## src/design/rhc_pkg.sv

```systemverilog
// Shared types and constants for the relaxed header canonicalizer.
package rhc_pkg;

	localparam int unsigned COUNT_BITS = 16;
	localparam int unsigned LEN_W      = 16;
	localparam int unsigned LIMIT_W    = 16;
	localparam int unsigned REC_BYTES  = 3;
	localparam int unsigned REC_DEPTH  = 4;
	localparam int unsigned REC_PTR_W  = $clog2(REC_DEPTH);

	localparam logic [7:0] CH_CR    = 8'h0D;
	localparam logic [7:0] CH_LF    = 8'h0A;
	localparam logic [7:0] CH_TAB   = 8'h09;
	localparam logic [7:0] CH_SPACE = 8'h20;
	localparam logic [7:0] CH_COLON = 8'h3A;
	localparam logic [7:0] CH_UP_A  = 8'h41;
	localparam logic [7:0] CH_UP_Z  = 8'h5A;
	localparam logic [7:0] CASE_BIT = 8'h20;
	localparam int unsigned RESERVE = 3;

	typedef struct packed {
		logic                         last;
		logic [1:0]                   cnt;
		logic [REC_BYTES-1:0][7:0]    bytes;
	} rec_t;

endpackage

```

## src/design/relaxed_header_canonicalizer.sv

```systemverilog
// Relaxed header canonicalizer top level: config registers, front end, queue, back end.
// Input side is a queue: drive one item with push; it is taken at an edge where full is
// low. An item carries one raw byte of a header name or value, or only the end mark.
// Result side is a queue too: while empty is low the oldest result beat sits on out_byte,
// final_res, error and length; pop takes it. The last beat of each header has final_res.
// A result reaches the outputs through the record queue and the output register.
// Items are taken one per cycle while full is low; the back end sends one beat per
// cycle unless the receiver stalls, so an item holds it until its beats are sent, and
// a four-record queue between the two halves soaks up these bursts before full rises.
// Items that yield no byte and no end mark skip the back end; after a length error each
// further record of that header still passes through the back end and yields no beat.
// When the receiver stalls, the output beat holds, the queue fills and full
// rises; nothing is lost. Reset clears all header state, empties the queue and loads
// output_limit with 1024 and append_line_end with 0. Registers sit on the APB port at
// byte address 0 (output_limit) and 4 (append_line_end); write them only while idle.
module relaxed_header_canonicalizer import rhc_pkg::*; (
	input  logic               clk,
	input  logic               arst_n,
	input  logic               psel,
	input  logic               penable,
	input  logic               pwrite,
	input  logic [2:0]         paddr,
	input  logic [31:0]        pwdata,
	output logic [31:0]        prdata,
	output logic               pready,
	input  logic               push,
	output logic               full,
	input  logic [7:0]         data_byte,
	input  logic               is_value,
	input  logic               has_byte,
	input  logic               last,
	output logic               empty,
	input  logic               pop,
	output logic [7:0]         out_byte,
	output logic               final_res,
	output logic               error,
	output logic [LEN_W-1:0]   length
);

	localparam logic REG_OUTPUT_LIMIT    = 1'b0;
	localparam logic REG_APPEND_LINE_END = 1'b1;
	localparam logic [LIMIT_W-1:0] LIMIT_RESET = LIMIT_W'(1024);

	logic [LIMIT_W-1:0] output_limit_q;
	logic               append_q;
	logic               cfg_wr, take;
	rec_t               rec_in, rec_head;
	logic               rec_push, rec_pop, rec_empty, rec_full;

	assign pready = 1'b1;
	assign cfg_wr = psel && penable && pwrite && pready;

	always_ff @(posedge clk or negedge arst_n) begin
		if (!arst_n) begin
			output_limit_q <= LIMIT_RESET;
			append_q       <= 1'b0;
		end else if (cfg_wr) begin
			case (paddr[2])
				REG_OUTPUT_LIMIT:    output_limit_q <= pwdata[LIMIT_W-1:0];
				REG_APPEND_LINE_END: append_q <= pwdata[0];
				default:             append_q <= append_q;
			endcase
		end
	end

	always_comb begin
		case (paddr[2])
			REG_OUTPUT_LIMIT:    prdata = 32'(output_limit_q);
			REG_APPEND_LINE_END: prdata = 32'(append_q);
			default:             prdata = '0;
		endcase
	end

	assign full = rec_full;
	assign take = push && !rec_full;

	rhc_front u_front (
		.clk       (clk),
		.arst_n    (arst_n),
		.data_byte (data_byte),
		.is_value  (is_value),
		.has_byte  (has_byte),
		.last      (last),
		.take      (take),
		.rec       (rec_in),
		.rec_push  (rec_push)
	);

	rhc_fifo u_fifo (
		.clk    (clk),
		.arst_n (arst_n),
		.push   (rec_push),
		.wdata  (rec_in),
		.pop    (rec_pop),
		.rdata  (rec_head),
		.empty  (rec_empty),
		.full   (rec_full)
	);

	rhc_back u_back (
		.clk             (clk),
		.arst_n          (arst_n),
		.rec             (rec_head),
		.rec_valid       (!rec_empty),
		.rec_pop         (rec_pop),
		.output_limit    (output_limit_q),
		.append_line_end (append_q),
		.empty           (empty),
		.pop             (pop),
		.out_byte        (out_byte),
		.final_res       (final_res),
		.error           (error),
		.length          (length)
	);

	a_error_is_final: assert property (@(posedge clk) disable iff (!arst_n)
		(!empty && error) |-> final_res)
		else $error("error beat without final mark");

	a_error_no_byte: assert property (@(posedge clk) disable iff (!arst_n)
		(!empty && error) |-> (out_byte == 8'h00))
		else $error("error beat carries a byte");

	a_pop_needs_record: assert property (@(posedge clk) disable iff (!arst_n)
		rec_pop |-> !rec_empty)
		else $error("back end consumed a record from an empty queue");

endmodule

```

## src/design/rhc_front.sv

```systemverilog
// Front end: classifies each input beat and builds the bytes it produces.
module rhc_front import rhc_pkg::*; (
	input  logic       clk,
	input  logic       arst_n,
	input  logic [7:0] data_byte,
	input  logic       is_value,
	input  logic       has_byte,
	input  logic       last,
	input  logic       take,
	output rec_t       rec,
	output logic       rec_push
);

	typedef enum logic [1:0] {BRK_NONE, BRK_CR, BRK_LINE} brk_t;

	brk_t hb_q, hb_d;
	logic sp_q, sp_d;
	logic colon_q, colon_d;
	logic lead_q, lead_d;
	logic ended_q, ended_d;
	logic [1:0] n_d;
	logic [REC_BYTES-1:0][7:0] bytes_d;
	logic [7:0] c;
	logic blank;

	assign blank = (data_byte == CH_SPACE) || (data_byte == CH_TAB);

	always_comb begin
		hb_d    = hb_q;
		sp_d    = sp_q;
		colon_d = colon_q;
		lead_d  = lead_q;
		ended_d = ended_q;
		n_d     = 2'd0;
		bytes_d = '0;
		c       = data_byte;
		if (has_byte) begin
			if (!is_value) begin
				if (!colon_d) begin
					if (c >= CH_UP_A && c <= CH_UP_Z)
						c = c | CASE_BIT;
					bytes_d[n_d] = c;
					n_d = n_d + 2'd1;
				end
			end else if (!ended_d) begin
				if (!colon_d) begin
					colon_d = 1'b1;
					bytes_d[n_d] = CH_COLON;
					n_d = n_d + 2'd1;
				end
				if (hb_d == BRK_LINE) begin
					hb_d = BRK_NONE;
					if (blank)
						sp_d = 1'b1;
					else
						ended_d = 1'b1;
				end else if (hb_d == BRK_CR && data_byte == CH_LF) begin
					hb_d = BRK_LINE;
				end else begin
					if (hb_d == BRK_CR) begin
						hb_d = BRK_NONE;
						if (sp_d) begin
							sp_d = 1'b0;
							bytes_d[n_d] = CH_SPACE;
							n_d = n_d + 2'd1;
						end
						bytes_d[n_d] = CH_CR;
						n_d = n_d + 2'd1;
					end
					if (blank) begin
						if (!lead_d)
							sp_d = 1'b1;
					end else if (data_byte == CH_CR) begin
						lead_d = 1'b0;
						hb_d = BRK_CR;
					end else if (data_byte == CH_LF) begin
						lead_d = 1'b0;
						hb_d = BRK_LINE;
					end else begin
						lead_d = 1'b0;
						if (sp_d) begin
							sp_d = 1'b0;
							bytes_d[n_d] = CH_SPACE;
							n_d = n_d + 2'd1;
						end
						bytes_d[n_d] = data_byte;
						n_d = n_d + 2'd1;
					end
				end
			end
		end
		if (last) begin
			if (!colon_d) begin
				colon_d = 1'b1;
				bytes_d[n_d] = CH_COLON;
				n_d = n_d + 2'd1;
			end
			if (hb_d == BRK_CR && !ended_d) begin
				if (sp_d) begin
					bytes_d[n_d] = CH_SPACE;
					n_d = n_d + 2'd1;
				end
				bytes_d[n_d] = CH_CR;
				n_d = n_d + 2'd1;
			end
			hb_d    = BRK_NONE;
			sp_d    = 1'b0;
			colon_d = 1'b0;
			lead_d  = 1'b1;
			ended_d = 1'b0;
		end
	end

	assign rec.last  = last;
	assign rec.cnt   = n_d;
	assign rec.bytes = bytes_d;
	assign rec_push  = take && ((n_d != 2'd0) || last);

	always_ff @(posedge clk or negedge arst_n) begin
		if (!arst_n) begin
			hb_q    <= BRK_NONE;
			sp_q    <= 1'b0;
			colon_q <= 1'b0;
			lead_q  <= 1'b1;
			ended_q <= 1'b0;
		end else if (take) begin
			hb_q    <= hb_d;
			sp_q    <= sp_d;
			colon_q <= colon_d;
			lead_q  <= lead_d;
			ended_q <= ended_d;
		end
	end

endmodule

```

## src/design/rhc_fifo.sv

```systemverilog
// Short record queue between the front end and the back end.
module rhc_fifo import rhc_pkg::*; (
	input  logic clk,
	input  logic arst_n,
	input  logic push,
	input  rec_t wdata,
	input  logic pop,
	output rec_t rdata,
	output logic empty,
	output logic full
);

	rec_t mem_q [REC_DEPTH];
	logic [REC_PTR_W-1:0] wr_ptr_q;
	logic [REC_PTR_W-1:0] rd_ptr_q;
	logic [REC_PTR_W:0]   fill_q;

	assign empty = (fill_q == '0);
	assign full  = (fill_q == (REC_PTR_W+1)'(REC_DEPTH));
	assign rdata = mem_q[rd_ptr_q];

	always_ff @(posedge clk) begin
		if (push)
			mem_q[wr_ptr_q] <= wdata;
	end

	always_ff @(posedge clk or negedge arst_n) begin
		if (!arst_n) begin
			wr_ptr_q <= '0;
			rd_ptr_q <= '0;
			fill_q   <= '0;
		end else begin
			if (push)
				wr_ptr_q <= wr_ptr_q + 1'b1;
			if (pop)
				rd_ptr_q <= rd_ptr_q + 1'b1;
			if (push && !pop)
				fill_q <= fill_q + 1'b1;
			else if (pop && !push)
				fill_q <= fill_q - 1'b1;
		end
	end

endmodule

```

## src/design/rhc_back.sv

```systemverilog
// Back end: counts, limits and sends the canonical bytes one beat per cycle unless the receiver stalls.
module rhc_back import rhc_pkg::*; (
	input  logic               clk,
	input  logic               arst_n,
	input  rec_t               rec,
	input  logic               rec_valid,
	output logic               rec_pop,
	input  logic [LIMIT_W-1:0] output_limit,
	input  logic               append_line_end,
	output logic               empty,
	input  logic               pop,
	output logic [7:0]         out_byte,
	output logic               final_res,
	output logic               error,
	output logic [LEN_W-1:0]   length
);

	localparam int unsigned CAP_W = ((COUNT_BITS > LIMIT_W) ? COUNT_BITS : LIMIT_W) + 1;
	localparam logic [CAP_W-1:0] CAP_CEIL = CAP_W'((64'd1 << COUNT_BITS) - 64'd3);

	logic [COUNT_BITS-1:0] count_q, cnt_d, cnt_inc;
	logic                  failed_q, fail_d;
	logic [2:0]            k_q, k_d, k_inc, nc;
	logic [CAP_W-1:0]      lim_ext, cap;
	logic                  load, step, emit, done;
	logic [7:0]            ob;
	logic                  ofin, oerr;
	logic [LEN_W-1:0]      olen;
	logic                  out_valid_q;
	logic [7:0]            out_byte_q;
	logic                  final_q, error_q;
	logic [LEN_W-1:0]      length_q;

	assign lim_ext = CAP_W'(output_limit);
	always_comb begin
		cap = (lim_ext >= CAP_W'(RESERVE)) ? lim_ext - CAP_W'(RESERVE) : '0;
		if (cap > CAP_CEIL)
			cap = CAP_CEIL;
	end

	assign load    = !out_valid_q || pop;
	assign step    = load && rec_valid;
	assign cnt_inc = count_q + 1'b1;
	assign k_inc   = k_q + 3'd1;
	assign nc      = {1'b0, rec.cnt};

	always_comb begin
		emit   = 1'b0;
		ob     = 8'h00;
		ofin   = 1'b0;
		oerr   = 1'b0;
		olen   = LEN_W'(count_q);
		cnt_d  = count_q;
		fail_d = failed_q;
		k_d    = k_q;
		done   = 1'b0;
		if (step) begin
			if (failed_q) begin
				done = 1'b1;
				if (rec.last) begin
					fail_d = 1'b0;
					cnt_d  = '0;
				end
			end else if (k_q < nc) begin
				emit = 1'b1;
				if (CAP_W'(count_q) >= cap) begin
					ofin = 1'b1;
					oerr = 1'b1;
					done = 1'b1;
					if (rec.last) begin
						cnt_d = '0;
					end else begin
						fail_d = 1'b1;
					end
				end else begin
					ob    = rec.bytes[k_q[1:0]];
					cnt_d = cnt_inc;
					olen  = LEN_W'(cnt_inc);
					k_d   = k_inc;
					if (k_inc == nc && !(rec.last && append_line_end)) begin
						done = 1'b1;
						ofin = rec.last;
						if (rec.last)
							cnt_d = '0;
					end
				end
			end else if (append_line_end) begin
				emit = 1'b1;
				olen = LEN_W'(cnt_inc);
				if (k_q == nc) begin
					ob    = CH_CR;
					cnt_d = cnt_inc;
					k_d   = k_inc;
				end else begin
					ob    = CH_LF;
					ofin  = 1'b1;
					done  = 1'b1;
					cnt_d = '0;
				end
			end else begin
				emit  = 1'b1;
				ofin  = 1'b1;
				done  = 1'b1;
				cnt_d = '0;
			end
			if (done)
				k_d = '0;
		end
	end

	assign rec_pop   = done;
	assign empty     = !out_valid_q;
	assign out_byte  = out_byte_q;
	assign final_res = final_q;
	assign error     = error_q;
	assign length    = length_q;

	always_ff @(posedge clk) begin
		if (step) begin
			out_byte_q <= ob;
			final_q    <= ofin;
			error_q    <= oerr;
			length_q   <= olen;
		end
	end

	always_ff @(posedge clk or negedge arst_n) begin
		if (!arst_n) begin
			out_valid_q <= 1'b0;
			count_q     <= '0;
			failed_q    <= 1'b0;
			k_q         <= '0;
		end else begin
			if (load)
				out_valid_q <= step && emit;
			count_q  <= cnt_d;
			failed_q <= fail_d;
			k_q      <= k_d;
		end
	end

endmodule
```

## config.mk

```make
export PLATFORM = sky130hd
export DESIGN_NAME = relaxed_header_canonicalizer
export DESIGN_NICKNAME = d
export VERILOG_FILES = /design/src/design/rhc_pkg.sv /design/src/design/relaxed_header_canonicalizer.sv /design/src/design/rhc_front.sv /design/src/design/rhc_fifo.sv /design/src/design/rhc_back.sv
export SDC_FILE = /design/constraint.sdc
export NUM_CORES = 1
export LEC_CHECK = 0
export BUFFER_PORTS_ARGS = -buffer_cell sky130_fd_sc_hd__buf_2
export CAP_MARGIN = 5
export CORE_ASPECT_RATIO = 0.9
export CORE_MARGIN = 5
export CORE_UTILIZATION = 50
export DETAILED_ROUTE_END_ITERATION = 16
export PLACE_DENSITY = 0.72
export SYNTH_ARGS = -nofsm -noshare
export SYNTH_HDL_FRONTEND = slang
export SYNTH_HIERARCHICAL = 1
export SYNTH_SLANG_ARGS = --single-unit
export TNS_END_PERCENT = 30
```

## constraint.sdc

```tcl
create_clock -name clk -period 4.2 [get_ports clk]
set_input_delay 0.63 -clock clk [delete_from_list [all_inputs] [get_ports clk]]
set_output_delay 0.63 -clock clk [all_outputs]
set_load 0.01 [all_outputs]
```

=== Word level (Yosys, flattened, before mapping) ===
Memory sizes are Yosys's and may differ from the RTL's.
Cells that the tools add are included.

* Muxes and demuxes: 193
* Bitwise operators: 20
* $lt $le $gt $ge: 21
* Equal/unequal tests: 16
* Reductions and logical operators: 42
* $add $sub $neg: 14

{| class="wikitable"
|+ Operators with widths
! operator !! number
|-
| two-way mux 24 bit || 36
|-
| two-way mux 16 bit || 13
|-
| two-way mux 8 bit || 16
|-
| demux 8 bit (select 2 bit) || 7
|-
| two-way mux 2 bit || 50
|-
| one-hot mux 32 bit (2 select lines) || 1
|-
| inverter 21 bit || 3
|-
| two-way mux 1 bit || 55
|-
| bitwise AND 21 bit || 2
|-
| two-way mux 17 bit || 2
|-
| bitwise AND 15 bit || 2
|-
| inverter 15 bit || 2
|-
| two-way mux 3 bit || 9
|-
| bitwise mux 24 bit || 1
|-
| equality test 8 x 4 -> 1 bit, second input constant || 3
|-
| < comparator 2 x 3 -> 1 bit, second input constant || 8
|-
| bitwise AND 7 x 21 -> 21 bit || 1
|-
| logical AND 1 bit || 20
|-
| adder 2 x 1 -> 2 bit, second input constant || 9
|-
| OR 9 bit || 2
|-
| >= comparator 16 x 17 -> 1 bit || 1
|-
| > comparator 17 x 16 -> 1 bit, second input constant || 1
|-
| subtractor 16 x 2 -> 17 bit, second input constant || 1
|-
| adder 16 x 1 -> 16 bit, second input constant || 1
|-
| other kinds (31) || 60
|}

* Output and inout bits: 61
* Bits in registers: 77
* Input port bits: 53
* Memories: 1
* Logic and storage cells: 325
* Bits in writable memories: 108

{| class="wikitable"
|+ Memory list
! name !! words !! bits a word !! rd ports !! clocked after memory_dff !! write ports !! RTL line !! source
|-
| u_fifo.mem_q || 4 || 27 || 1 || 0 || 1 || rhc_fifo.sv:13 || <nowiki>rec_t mem_q [REC_DEPTH];</nowiki>
|}

=== Longest topological paths before layout ===
Gate-level depths: netlist of the first run.

* Depth in word-level cells: 55
* Gate-level depth with buffers: 24
* Depth with buffers taken out: 22

=== Modules after synthesis ===
The synthesis of the first run kept the hierarchy.

{| class="wikitable"
|+ By module, submodules not included
! module !! seq. area each (um^2) !! cells each !! area each (um^2) !! instances
|-
| rhc_fifo || 3,418.3 || 175 || 4,299.1 || 1
|-
| rhc_back || 1,306.3 || 432 || 3,708.6 || 1
|-
| rhc_front || 151.4 || 267 || 1,830.5 || 1
|-
| relaxed_header_canonicalizer || 426.7 || 75 || 957.2 || 1
|}

=== Least setup slack after synthesis of the first run ===
No wires, ideal clock.

* Path type: register to register
* Start point: register output_limit_q[5]
* End point: register u_fifo.fill_q[1]
* Required time: 4,075 ps
* Clock period less this slack: 4,579 ps
* Setup time: 125 ps
* Arrival time: 4,454 ps
* Stages on the path, launching flop included: 19
* Setup slack: -379 ps
* Cells stage by stage: dfrtp_1 > nor4_2 > nand2_1 > or3_1 > nor2_1 > a21oi_1 > a31oi_1 > nor3_1 > ha_1 > nand4_2 > or4_4 > o21ai_0 > o21ai_0 > a31oi_1 > inv_1 > ha_1 > inv_1 > fa_1 > mux2_2

* Longest elaborated chain between the ends: 13

{| class="wikitable"
|+ RTL lines
! element !! RTL line !! source
|-
| start, declared || relaxed_header_canonicalizer.sv:44 || <nowiki>logic [LIMIT_W-1:0] output_limit_q;</nowiki>
|-
| start signal, assigned || relaxed_header_canonicalizer.sv:59 || <nowiki>REG_OUTPUT_LIMIT: output_limit_q <= pwdata[LIMIT_W-1:0];</nowiki>
|-
| subtractor 16 x 2 -> 17 bit or >= comparator 16 x 2 -> 1 bit (tied branches) || rhc_back.sv:36 || <nowiki>cap = (lim_ext >= CAP_W'(RESERVE)) ? lim_ext - CAP_W'(RESERVE) : '0;</nowiki>
|-
| two-way mux 17 bit * || rhc_back.sv:36 ||
|-
| > comparator 17 x 16 -> 1 bit || rhc_back.sv:37 || <nowiki>if (cap > CAP_CEIL)</nowiki>
|-
| two-way mux 17 bit * || rhc_back.sv:37 ||
|-
| >= comparator 16 x 17 -> 1 bit * || rhc_back.sv:66 || <nowiki>if (CAP_W'(count_q) >= cap) begin</nowiki>
|-
| two-way mux 1 bit * || rhc_back.sv:66 ||
|-
| two-way mux 1 bit * || rhc_back.sv:64 || <nowiki>end else if (k_q < nc) begin</nowiki>
|-
| two-way mux 1 bit * || rhc_back.sv:58 || <nowiki>if (failed_q) begin</nowiki>
|-
| two-way mux 1 bit * (2 in a row) || rhc_back.sv:57 || <nowiki>if (step) begin</nowiki>
|-
| net rec_pop || relaxed_header_canonicalizer.sv:48 || <nowiki>logic rec_push, rec_pop, rec_empty, rec_full;</nowiki>
|-
| logical NOT 1 bit || rhc_fifo.sv:37 || <nowiki>if (push && !pop)</nowiki>
|-
| logical AND 1 bit || rhc_fifo.sv:37 ||
|-
| two-way mux 3 bit or nonzero test 2 bit (tied branches) || n/a ||
|-
| end signal, assigned || rhc_fifo.sv:38 || <nowiki>fill_q <= fill_q + 1'b1;</nowiki>
|-
| end signal, assigned || rhc_fifo.sv:40 || <nowiki>fill_q <= fill_q - 1'b1;</nowiki>
|-
| end, declared || rhc_fifo.sv:16 || <nowiki>logic [REC_PTR_W:0] fill_q;</nowiki>
|}

The timed path passes the listed nets; every way through them passes the cells marked *. The select of a mux whose other input is x is not followed.
A chain may end at the register's enable or synchronous reset.

=== Final worst setup path of the first run ===
* Start point: register output_limit_q[5]
* End point: register u_fifo.fill_q[2]

Same word-level chain as after synthesis.

==> out/metrics.yaml, run 1 <==
route:
  dr.pass1.iters: 7
  drc: 0
  dr.first_iter.drc_count: 565
  routed-via-count: 8084
  vias_per_cell: 5.77
  wirelength_um: 25200
  ant_nets: 0
  post_drt_wl_per_cell_um: 17.9
sta:
  finalSetupViolations: 0
  period_minus_slack_ns: 4.14
  post-route-period-util_pct: 98.6
  fin_skew_ns: 0.00952
  relSlewSlack_pct: 35.3
  setup_ws_ns: 0.0588
  finalMaxSlewViolations: 0
  max_freq_ghz: 0.241
  tightest_slew_ns: 0.965
  hold_violations: 0
  grt_setup_unrepaired: "true"
critical_path:
  r2r_start: "output_limit_q[5]$_DFFE_PN0P_"
  required_ns: 4.57
  path_class: "flip-flop to flip-flop"
  crit_chain: "nor4_4 -> nand3_2 -> buf_6 -> nor4_2 -> o21ai_1 -> a21oi_2 -> nand3_2 -> nand2b_1 -> ha_1 -> nor2b_1 -> o21ai_1 -> a31oi_1 -> buf_4 -> o21ai_4 -> o21ai_4 -> a31oi_4 -> inv_2 -> ha_2 -> inv_1 -> fa_1 -> xor2_1 -> nor2_1 -> xor2_1"
  cp_slowest_cell: "dfrtp_1"
  rr_endpoint: "u_fifo/fill_q[2]$_DFFE_PN0P_"
  r2r_cells: 23
  rrSetupSlack_ns: 0.06
  crit_path_start_kind: "flip-flop"
  critPathArrivalTime_ns: 4.51
  cpPeakStageDelay_ns: 0.42
  critical_path_buf_inv_count: 4
  endpoint_kind: "flip-flop"
  worstPathMaxFanout: 5
  cp_top_family: "simple AND/OR/NAND/NOR gates"
cells_and_area:
  num-nets-final: 1198
  syn_to_final_growth_pct: 18.7
  instances_no_fill: 1402
  n_fill_cell: 1732
  final_core_util_pct: 59.8
  drive_gt1_share_pct: 29.7
logic_synthesis:
  synth_top_area_share_pct: 37.3
  synth_top_cell_by_area: "edfxtp_1"
  ys_seq_area_share_pct: 49.1
  yosysUniqueCellTypes: 91
  synthArstFlopShare_pct: 27.6
  yosys_warnings: 6
  yosysMostFrequentCell: "edfxtp_1"
  yosys_register_bits: 185
  avgSynthCellArea_um2: 11.4
  netlist_area_mm2: 0.0108
  netlist_top_cells_area: "edfxtp_1 (37%), dfrtp_1 (11%), ha_1 (5.4%)"
  synth_edf_count: 134
  netlist_instances: 949
  synth_commonest_cells: "edfxtp_1 (134), nand2_1 (86), nor2_1 (57)"
  ys.flop_type: "edfxtp_1"
floorplanning:
  initial_core_util_pct: 50.4
  fp.dieW_um: 165
  rows: 51
  ios: 114
  design.die.area_mm2: 0.0246
  die_y_um: 149
  coreArea_mm2: 0.0214
clock_tree:
  clockBufferDepth: 2
  clk_pin_slew_ns: 0.08
  cts_num_sinks: 185
  ctsHtreeMaxLevel: 4
  cts-root-buf: "clkbuf_16"
  cts_inserted_buffers: 17
  worstSkewPairLatency_ns: 0.44
  cts_tree: "yes"
grt:
  grt-ovfl-total: 0
  grt_pass1_wl_um: 40300
  use_met1_pct: 27.6
  grt_max_degree: 44
  groute.layer.met2.usage_pct: 34.0
  antenna_found_initial: 1
  grt_pass1_vias: 7815
  grt_util_met3_pct: 3.95
  grt-busiest-layer: "met2"
  grt_use_total_pct: 20.7
pwr:
  p_comb_share_pct: 42.9
  finalPower_mw: 7.96
  irDropWorstVdd_v: 0.000360
  seq_power_share_pct: 35.4
  switching_share_pct: 39.0
  power_switching_mw: 3.10
  p_leak_nw: 5.27
  p_int_mw: 4.86
  p_per_area_mw_per_mm2: 621
  pwr-share-clk_pct: 21.8
run_status:
  status: "complete, no violations"
flow_run:
  maxCapViolCount: 0
min_path:
  hp-class: "input pin to asynchronous set/reset pin"
place:
  dp_cells: 1360
  routabilityCongestion: 0.916
  dp_hpwl_um: 17700
  dp_slack_ns: -0.123
  portBuffers: 78
## through the flow
step	TNS, ns	hold slack (ns)	cell area [um2]
floorplan	-0.0152	0.334	10900
global placement	0	0.477	11900
detailed placement	-1.18	0.477	11900
CTS	-0.0177	0.0168	12700
global route	-0.327	0.0291	12800
finish	0	0.0263	12800
## how the worst max path moves through the flow
stage | startpoint | endpoint | slack (ns) | cells after the start
floorplan | output_limit_q[3]$_DFFE_PN0P_ | u_fifo/fill_q[1]$_DFFE_PN0P_ | -0.02 | 18
global placement | data_byte[6] | u_fifo/mem_q[0][7]$_DFFE_PP_ | 0.01 | 19
detailed placement | u_front/colon_q$_DFFE_PN0P_ | u_fifo/mem_q[1][7]$_DFFE_PP_ | -0.12 | 22
CTS | output_limit_q[3]$_DFFE_PN0P_ | u_fifo/fill_q[1]$_DFFE_PN0P_ | -0.02 | 18
global route | output_limit_q[5]$_DFFE_PN0P_ | u_fifo/fill_q[2]$_DFFE_PN0P_ | -0.13 | 23
finish | output_limit_q[5]$_DFFE_PN0P_ | u_fifo/fill_q[2]$_DFFE_PN0P_ | 0.06 | 23
## area by class of cell
cell class              instances  area [um2]  share of cell area, %
clock inverters                15         228                   1.78
clock buffers                  17         425                   3.32
repair buffers                180        1160                   9.05
well taps                     291         364                   2.84
multi-input cells             681        5210                   40.7
diodes                          1        2.50                 0.0195
flip-flops and latches        185        5310                   41.4
inverters                      32         120                  0.937
## cells by family (layout without fill, tap and decap cells)
kind of cell,after synthesis,count (layout),share of synthesized area (%)
DFF,185,185,49.1
muxes,57,57,9.08
AOI/OAI and AO/OA,205,205,12.7
buffers and inverters,98,244,4.87
adders and majority gates,48,48,5.63
and+or+nand+nor,317,317,15.5
other,2,18,0.0696
xor gates and xnor gates,37,37,3.00
## metal layers
| layer | wire length (um) | part of all wire (%) |
|---|---|---|
| met1 | 10700 | 43 |
| met2 | 12500 | 49 |
| met3 | 1430 | 5.7 |
| met4 | 578 | 2.3 |
| met5 | 0 | 0 |
## power groups by stage
| stage | combinational, mW | sequential [mW] | clock, mW |
|---|---|---|---|
| 6_report | 3.41 | 2.81 | 1.73 |
| 5_1_grt | 3.76 | 2.87 | 1.84 |
| 4_1_cts | 3.34 | 2.81 | 1.76 |
| 3_5_place_dp | 3.25 | 2.85 | 0 |
| 3_3_place_gp | 3.18 | 2.84 | 0 |
| 2_1_floorplan | 2.32 | 2.78 | 0 |
## registers in the layout (all words and copies together) (netlist names), 2 cells and up
register and flops:
u_back/length 16, u_fifo/rd_ptr_q 2, u_back/k_q 3, u_fifo/fill_q 3, u_front/hb_q 2, u_back/out_byte 8, output_limit_q 16, u_back/count_q 16
u_fifo/wr_ptr_q 2, u_fifo/mem_q 108
## cells in the final DEF, fill, tap and decap left out, types with 26 or more instances in the layout
master	count
mux4_2	26
nand2_1	83
edfxtp_1	134
a21oi_1	45
nor3_1	27
nor2_1	53
o21ai_0	45
inv_1	29
dfrtp_1	46
xor2_1	27
ha_1	44
buf_2	78
buf_4	101
nand3_1	29
## timing repair
action                                  in CTS  in global routing
pin swaps                                    4                 15
endpoints found under the setup margin      30                 83
gates resized for setup                     13                 30
hold buffers                                 0                  0
setup buffers                                4                  5
(Power assumes the default switching activity.)
==> run 2, diff against run 1 <==
--- a/config.mk
+++ b/config.mk
@@ -12,6 +12,7 @@
 export CORE_UTILIZATION = 50
 export DETAILED_ROUTE_END_ITERATION = 16
 export PLACE_DENSITY = 0.72
+export RECOVER_POWER = 100
 export SYNTH_ARGS = -nofsm -noshare
 export SYNTH_HDL_FRONTEND = slang
 export SYNTH_HIERARCHICAL = 1
==> out/metrics.yaml, run 2 (synthesis gave the netlist of run 1 again) <==
run_status:
  status: "finished with violations"
  violations: "capacitance limit, slew limit"
floorplanning:
  fp.dieW_um: 165  # unchanged
  coreArea_mm2: 0.0214  # unchanged
  rows: 51  # unchanged
  design.die.area_mm2: 0.0246  # unchanged
  die_y_um: 149  # unchanged
  ios: 114  # unchanged
  initial_core_util_pct: 50.4  # unchanged
route:
  dr.pass1.iters: 5  # -2
  post_drt_wl_per_cell_um: 17.9  # -0.18%
  routed-via-count: 8104  # +0.25%
  drc: 0  # unchanged
  dr.first_iter.drc_count: 609  # +7.8%
  vias_per_cell: 5.78  # +0.25%
  ant_nets: 0  # unchanged
  wirelength_um: 25100  # -0.18%
grt:
  grt_max_degree: 44  # unchanged
  grt-ovfl-total: 0  # unchanged
  grt_pass1_wl_um: 40300  # unchanged
  antenna_found_initial: 1  # unchanged
  grt_pass1_vias: 7815  # unchanged
  grt_use_total_pct: 20.7  # unchanged
sta:
  finalSetupViolations: 0  # unchanged
  fin_hold_ws_ns: 0.118  # +0.0919 ns
  setup-tns-final_ns: 0  # unchanged
  post-route-period-util_pct: 99.0  # +0.41 points
  fin_skew_ns: 0.0117  # +0.00214 ns
  hold_violations: 0  # unchanged
  grt_setup_unrepaired: "true"
  tightest_slew_ns: 2.43  # +1.47 ns
  relSlewSlack_pct: -62.1  # -97 points
  finalMaxSlewViolations: 75  # +75
  max_freq_ghz: 0.240  # -0.41%
  period_minus_slack_ns: 4.16  # +0.0172 ns
clock_tree:
  cts_tree: "yes"
  clk_pin_slew_ns: 0.08  # about the same
  cts_hold_buf: 0  # unchanged
  cts_num_sinks: 185  # unchanged
  cts-root-buf: "clkbuf_16"
  ctsHtreeMaxLevel: 4  # unchanged
  worstSkewPairLatency_ns: 0.44  # about the same
  clockBufferDepth: 2  # unchanged
  cts_inserted_buffers: 17  # unchanged
critical_path:
  rrSetupSlack_ns: 0.04  # -0.02 ns
  crit_path_start_kind: "flip-flop"
  r2r_cells: 23  # unchanged
  cp-endpoint: "u_fifo/fill_q[2]$_DFFE_PN0P_"
  r2r_start: "output_limit_q[5]$_DFFE_PN0P_"
  endpoint_kind: "flip-flop"
  critPathArrivalTime_ns: 4.52  # about the same
  rr_endpoint: "u_fifo/fill_q[2]$_DFFE_PN0P_"
  worstPathMaxFanout: 5  # unchanged
  worstSetupStartpoint: "output_limit_q[5]$_DFFE_PN0P_"
  required_ns: 4.57  # about the same
  path_class: "flip-flop to flip-flop"
pwr:
  power_switching_mw: 3.09  # -0.27%
  seq_power_share_pct: 35.8  # +0.4 points
  p_comb_share_pct: 42.3  # -0.6 points
  p_int_mw: 4.79  # -1.4%
  p_leak_nw: 5.01  # -4.9%
  pwr-share-clk_pct: 21.9  # about the same
  p_per_area_mw_per_mm2: 623  # +0.36%
  irDropWorstVdd_v: 0.000351  # -2.6%
  finalPower_mw: 7.88  # -0.96%
  switching_share_pct: 39.3  # +0.27 points
cells_and_area:
  syn_to_final_growth_pct: 17.2
  instances_no_fill: 1402  # unchanged
  num-nets-final: 1198  # unchanged
  largest_reg_flops: 108  # unchanged
  drive_gt1_share_pct: 23.3  # -6.4 points
  final_common_cell: "edfxtp_1"
  layout_common_cells: "edfxtp_1 (134), buf_4 (88), nand2_1 (83)"
  n_fill_cell: 1794  # +3.6%
  largest_register: "u_fifo/mem_q"
  final_core_util_pct: 59.0  # -0.78 points
place:
  dp_cells: 1360  # unchanged
  portBuffers: 78  # unchanged
  routabilityCongestion: 0.916  # unchanged
  dp_hpwl_um: 17700  # unchanged
flow_run:
  maxCapViolCount: 2  # +2
min_path:
  hp-class: "input pin to asynchronous set/reset pin"
run 2: cell types whose count changed in the layout (fill, tap and decap cells not counted), moves of 2 or more:
cell	previous run	this run
clkbuf_1	0	55
and2_0	1	5
buf_4	101	88
and2_2	2	0
and2_1	13	11
clkbuf_2	0	4
mux2_1	0	10
buf_2	78	32
mux2_4	11	1
run 2: how the worst min path moves through the flow:
| stage | start | end | depth (start not counted) |
|---|---|---|---|
| floorplan | arst_n | append_q$_DFFE_PN0P_ | 0 |
| global placement | u_fifo/fill_q[2]$_DFFE_PN0P_ | u_fifo/fill_q[2]$_DFFE_PN0P_ | 1 |
| global route | arst_n | u_front/sp_q$_DFFE_PN0P_ | 1 |
| detailed placement | u_fifo/fill_q[2]$_DFFE_PN0P_ | u_fifo/fill_q[2]$_DFFE_PN0P_ | 1 |
| CTS | arst_n | u_front/sp_q$_DFFE_PN0P_ | 1 |
| finish | arst_n | u_front/ended_q$_DFFE_PN0P_ | 1 |
run 2: per-layer routing:
metal / track usage [%] / vias up / wire (um)
li1: - / 3826 / -
met1: 27.6 / 3940 / 10800
met2: 34.0 / 289 / 12400
met3: 3.95 / 49 / 1370
met4: 7.32 / 0 / 573
met5: 0 / - / 0
run 2: cell type report:
type                       count  area [um2]  area share (%)
sequential                   185        5310            41.9
multi-input combinational    681        5150            40.7
timing repair buffer         180        1060            8.37
clock buffer                  17         425            3.36
tap                          291         364            2.88
clock inverter                15         228            1.80
inverter                      32         120           0.949
antenna                        1        2.50          0.0198
run 2: worst max-delay path: stages, from the launching register on:
cell and delay (ns):
dfrtp_1 0.42, nor4_4 0.37, nand3_2 0.18, buf_6 0.18
nor4_2 0.24, o21ai_1 0.14, a21oi_2 0.18, nand3_2 0.10
nand2b_1 0.09, ha_1 0.22, nor2b_1 0.11, o21ai_1 0.08
a31oi_1 0.14, buf_4 0.16, o21ai_4 0.07, o21ai_4 0.18
a31oi_4 0.12, inv_2 0.08, ha_2 0.17, inv_1 0.05
fa_1 0.36, xor2_1 0.17, nor2_1 0.12, xor2_1 0.15
run 2: per-stage QoR:
step | setup slack (ns) | cell area (um2)
2_1_floorplan | -0.0152 | 10900
3_3_place_gp | 0.0136 | 11900
3_5_place_dp | -0.123 | 11900
4_1_cts | -0.0177 | 12700
5_1_grt | -0.132 | 12700
6_report | 0.0416 | 12700
run 2: repair_timing:
item	4_1_cts	5_1_grt
pin swaps	4	15
resized for setup	13	30
endpoints found under the setup margin	30	83
setup buffers	4	5
endpoints found under the hold margin	0	0
run 2: power by group through the flow:
| stage | clock network [mW] | logic [mW] | registers (mW) |
|---|---|---|---|
| 3_5_place_dp | 0 | 3.25 | 2.85 |
| 2_1_floorplan | 0 | 2.32 | 2.78 |
| 5_1_grt | 1.84 | 3.68 | 2.88 |
| 6_report | 1.72 | 3.34 | 2.82 |
| 4_1_cts | 1.76 | 3.34 | 2.81 |
| 3_3_place_gp | 0 | 3.18 | 2.84 |
==> run 3, diff against run 2 <==
--- a/config.mk
+++ b/config.mk
@@ -11,7 +11,7 @@
 export CORE_MARGIN = 5
 export CORE_UTILIZATION = 50
 export DETAILED_ROUTE_END_ITERATION = 16
-export PLACE_DENSITY = 0.72
+export PLACE_DENSITY = 0.7
 export RECOVER_POWER = 100
 export SYNTH_ARGS = -nofsm -noshare
 export SYNTH_HDL_FRONTEND = slang
==> constraint.sdc (replaced) <==
create_clock -name clk -period 4.6 [get_ports clk]
set_input_delay 0.69 -clock clk [delete_from_list [all_inputs] [get_ports clk]]
set_output_delay 0.69 -clock clk [all_outputs]
set_load 0.01 [all_outputs]
==> out/metrics.yaml, run 3 (synthesis gave the netlist of run 1 again) <==
run_status:
  status: "finished with violations"
  violations: "capacitance limit, slew limit"
pwr:
  p_leak_nw: 4.78  # -4.6%
  power_switching_mw: 2.72  # -12%
  finalPower_mw: 6.93  # -12%
  switching_share_pct: 39.2  # about the same
  p_int_mw: 4.21  # -12%
  pwr-share-clk_pct: 22.4  # +0.5 points
  irDropWorstVdd_v: 0.000396  # +13%
  seq_power_share_pct: 37.2  # +1.4 points
  p_comb_share_pct: 40.4  # -1.9 points
  p_per_area_mw_per_mm2: 569  # -8.8%
sta:
  tightest_slew_ns: 2.94  # +0.509 ns
  max_freq_ghz: 0.227  # -5.4%
  post-route-period-util_pct: 95.6  # -3.4 points
  finalMaxSlewViolations: 83  # +11%
  finalSetupViolations: 0  # unchanged
  relSlewSlack_pct: -96.1  # -34 points
  grt_setup_unrepaired: "true"
  hold_violations: 0  # unchanged
  fin_skew_ns: 0.0139  # +0.00226 ns
  setup-tns-final_ns: 0  # unchanged
  period_minus_slack_ns: 4.40  # +0.238 ns
grt:
  grt_use_total_pct: 20.6  # -0.086 points
  grt_pass1_vias: 7735  # -1.0%
  grt-ovfl-total: 0  # unchanged
  grt_pass1_wl_um: 40200  # -0.22%
  antenna_found_initial: 0  # -1
  grt_max_degree: 52  # +18%
route:
  dr.first_iter.drc_count: 525  # -14%
  vias_per_cell: 5.78  # about the same
  routed-via-count: 7856  # -3.1%
  post_drt_wl_per_cell_um: 18.0  # +0.46%
  dr.pass1.iters: 5  # unchanged
  ant_nets: 0  # unchanged
  wirelength_um: 24500  # -2.6%
  drc: 0  # unchanged
floorplanning:
  rows: 51  # unchanged
  ios: 114  # unchanged
  initial_core_util_pct: 50.4  # unchanged
  fp.dieW_um: 165  # unchanged
  design.die.area_mm2: 0.0246  # unchanged
  coreArea_mm2: 0.0214  # unchanged
  die_y_um: 149  # unchanged
min_path:
  hp-class: "input pin to flip-flop"
  holdPathStages: 2
cells_and_area:
  syn_to_final_growth_pct: 12.9
  seq_area_mm2: 0.00530  # about the same
  antenna_cells: 0  # -1
  n_fill_cell: 1834  # +2.2%
  num-nets-final: 1157  # -3.4%
  largest_register: "u_fifo/mem_q"
  drive_gt1_share_pct: 18.1  # -5.3 points
  largest_reg_flops: 108  # unchanged
  instances_no_fill: 1360  # -3.0%
  multi_input_area_mm2: 0.00501  # -2.7%
  final_common_cell: "edfxtp_1"
  postLayoutCellArea_mm2: 0.0122  # -3.6%
  layout_common_cells: "edfxtp_1 (134), nand2_1 (86), clkbuf_1 (54), nor2_1 (54)"
  final_core_util_pct: 56.9  # -2.1 points
clock_tree:
  cts_hold_buf: 0  # unchanged
  cts_inserted_buffers: 17  # unchanged
  cts_num_sinks: 185  # unchanged
  cts_tree: "yes"
  clockBufferDepth: 2  # unchanged
  worstSkewPairLatency_ns: 0.44  # about the same
  cts-root-buf: "clkbuf_16"
  ctsHtreeMaxLevel: 4  # unchanged
  clk_pin_slew_ns: 0.08  # about the same
place:
  dp_cells: 1326  # -2.5%
  routabilityCongestion: 0.931  # +1.6%
  dp_hpwl_um: 17500  # -1.3%
  portBuffers: 78  # unchanged
  place_area_mm2: 0.0116  # -2.4%
critical_path:
  crit_path_start_kind: "flip-flop"
  worstPathMaxFanout: 5  # unchanged
  r2r_cells: 23  # unchanged
  endpoint_kind: "flip-flop"
  required_ns: 4.96  # +0.39 ns
  critPathArrivalTime_ns: 4.75  # +0.23 ns
  path_class: "flip-flop to flip-flop"
flow_run:
  maxCapViolCount: 2  # unchanged
-- run 3: changes by cell type in the layout (fill, tap and decap cells not counted), sizes merged --
cell    change
inv         +1
clkinv      -1
buf        -41
diode       -1
-- run 3: metal layers --
layer | routed length, um | share of wire, % | track usage, % | vias to the layer above
li1 | - | - | - | 3735
met1 | 10400 | 42 | 28.1 | 3812
met2 | 12100 | 49 | 34.1 | 270
met3 | 1510 | 6.1 | 3.62 | 39
met4 | 496 | 2.0 | 6.11 | 0
met5 | 0 | 0 | 0 | -
-- run 3: layout make-up --
cell class / instances / share of cell area, %
well taps: 291 / 2.99
flip-flops and latches: 185 / 43.5
clock inverters: 15 / 1.79
clock buffers: 17 / 3.49
multi-input cells: 681 / 41.1
inverters: 32 / 0.985
repair buffers: 139 / 6.18
-- run 3: worst paths after layout --
| path | from | end | slack, ns |
|---|---|---|---|
| min reg2reg | u_fifo/fill_q[2]$_DFFE_PN0P_ | u_fifo/fill_q[2]$_DFFE_PN0P_ | 0.50 |
| max | output_limit_q[6]$_DFFE_PN0P_ | u_fifo/fill_q[2]$_DFFE_PN0P_ | 0.20 |
| max reg2reg | output_limit_q[6]$_DFFE_PN0P_ | u_fifo/fill_q[2]$_DFFE_PN0P_ | 0.20 |
| max in group asynchronous | arst_n | u_fifo/rd_ptr_q[0]$_DFFE_PN0P_ | 1.42 |
| min | pwdata[11] | output_limit_q[11]$_DFFE_PN0P_ | 0.46 |
| min in group asynchronous | arst_n | u_front/hb_q[0]$_DFFE_PN0P_ | 1.30 |
-- run 3: critical path, stage by stage, from the launching register on --
cell	delay (ns)
dfrtp_1	0.41
nor4_4	0.33
buf_4	0.18
nand3_2	0.11
buf_4	0.18
nor4_1	0.24
o21ai_0	0.13
a21oi_1	0.19
nand3_1	0.12
nand2b_1	0.10
ha_1	0.24
nor2b_1	0.12
o21ai_0	0.09
a31oi_1	0.27
o21ai_2	0.10
o21ai_2	0.20
a31oi_2	0.15
inv_1	0.09
ha_1	0.17
inv_1	0.06
fa_1	0.37
xor2_1	0.17
nor2_1	0.11
xor2_1	0.16
-- run 3: stage by stage --
step                      hold slack (ns)  setup slack [ns]
after CTS                           0.391            0.0142
final                               0.461             0.203
after detailed placement            0.484           0.00227
after global placement              0.475            0.0766
after global routing                0.448           -0.0286
after floorplan                     0.394            0.0215
-- run 3: timing repair --
action | CTS | global route
resized for setup | 1 | 14
buffers inserted | 0 | 2
pin swaps | 0 | 2
endpoints found under the setup margin | 2 | 14
gates cloned | 0 | 0
-- run 3: power by group through the flow --
stage / Combinational (mW) / Sequential [mW] / Clock (mW)
after floorplan: 2.11 / 2.53 / 0
after global placement: 2.78 / 2.58 / 0
after detailed placement: 2.83 / 2.60 / 0
after CTS: 2.85 / 2.57 / 1.58
after global routing: 3.13 / 2.63 / 1.66
final: 2.80 / 2.58 / 1.55
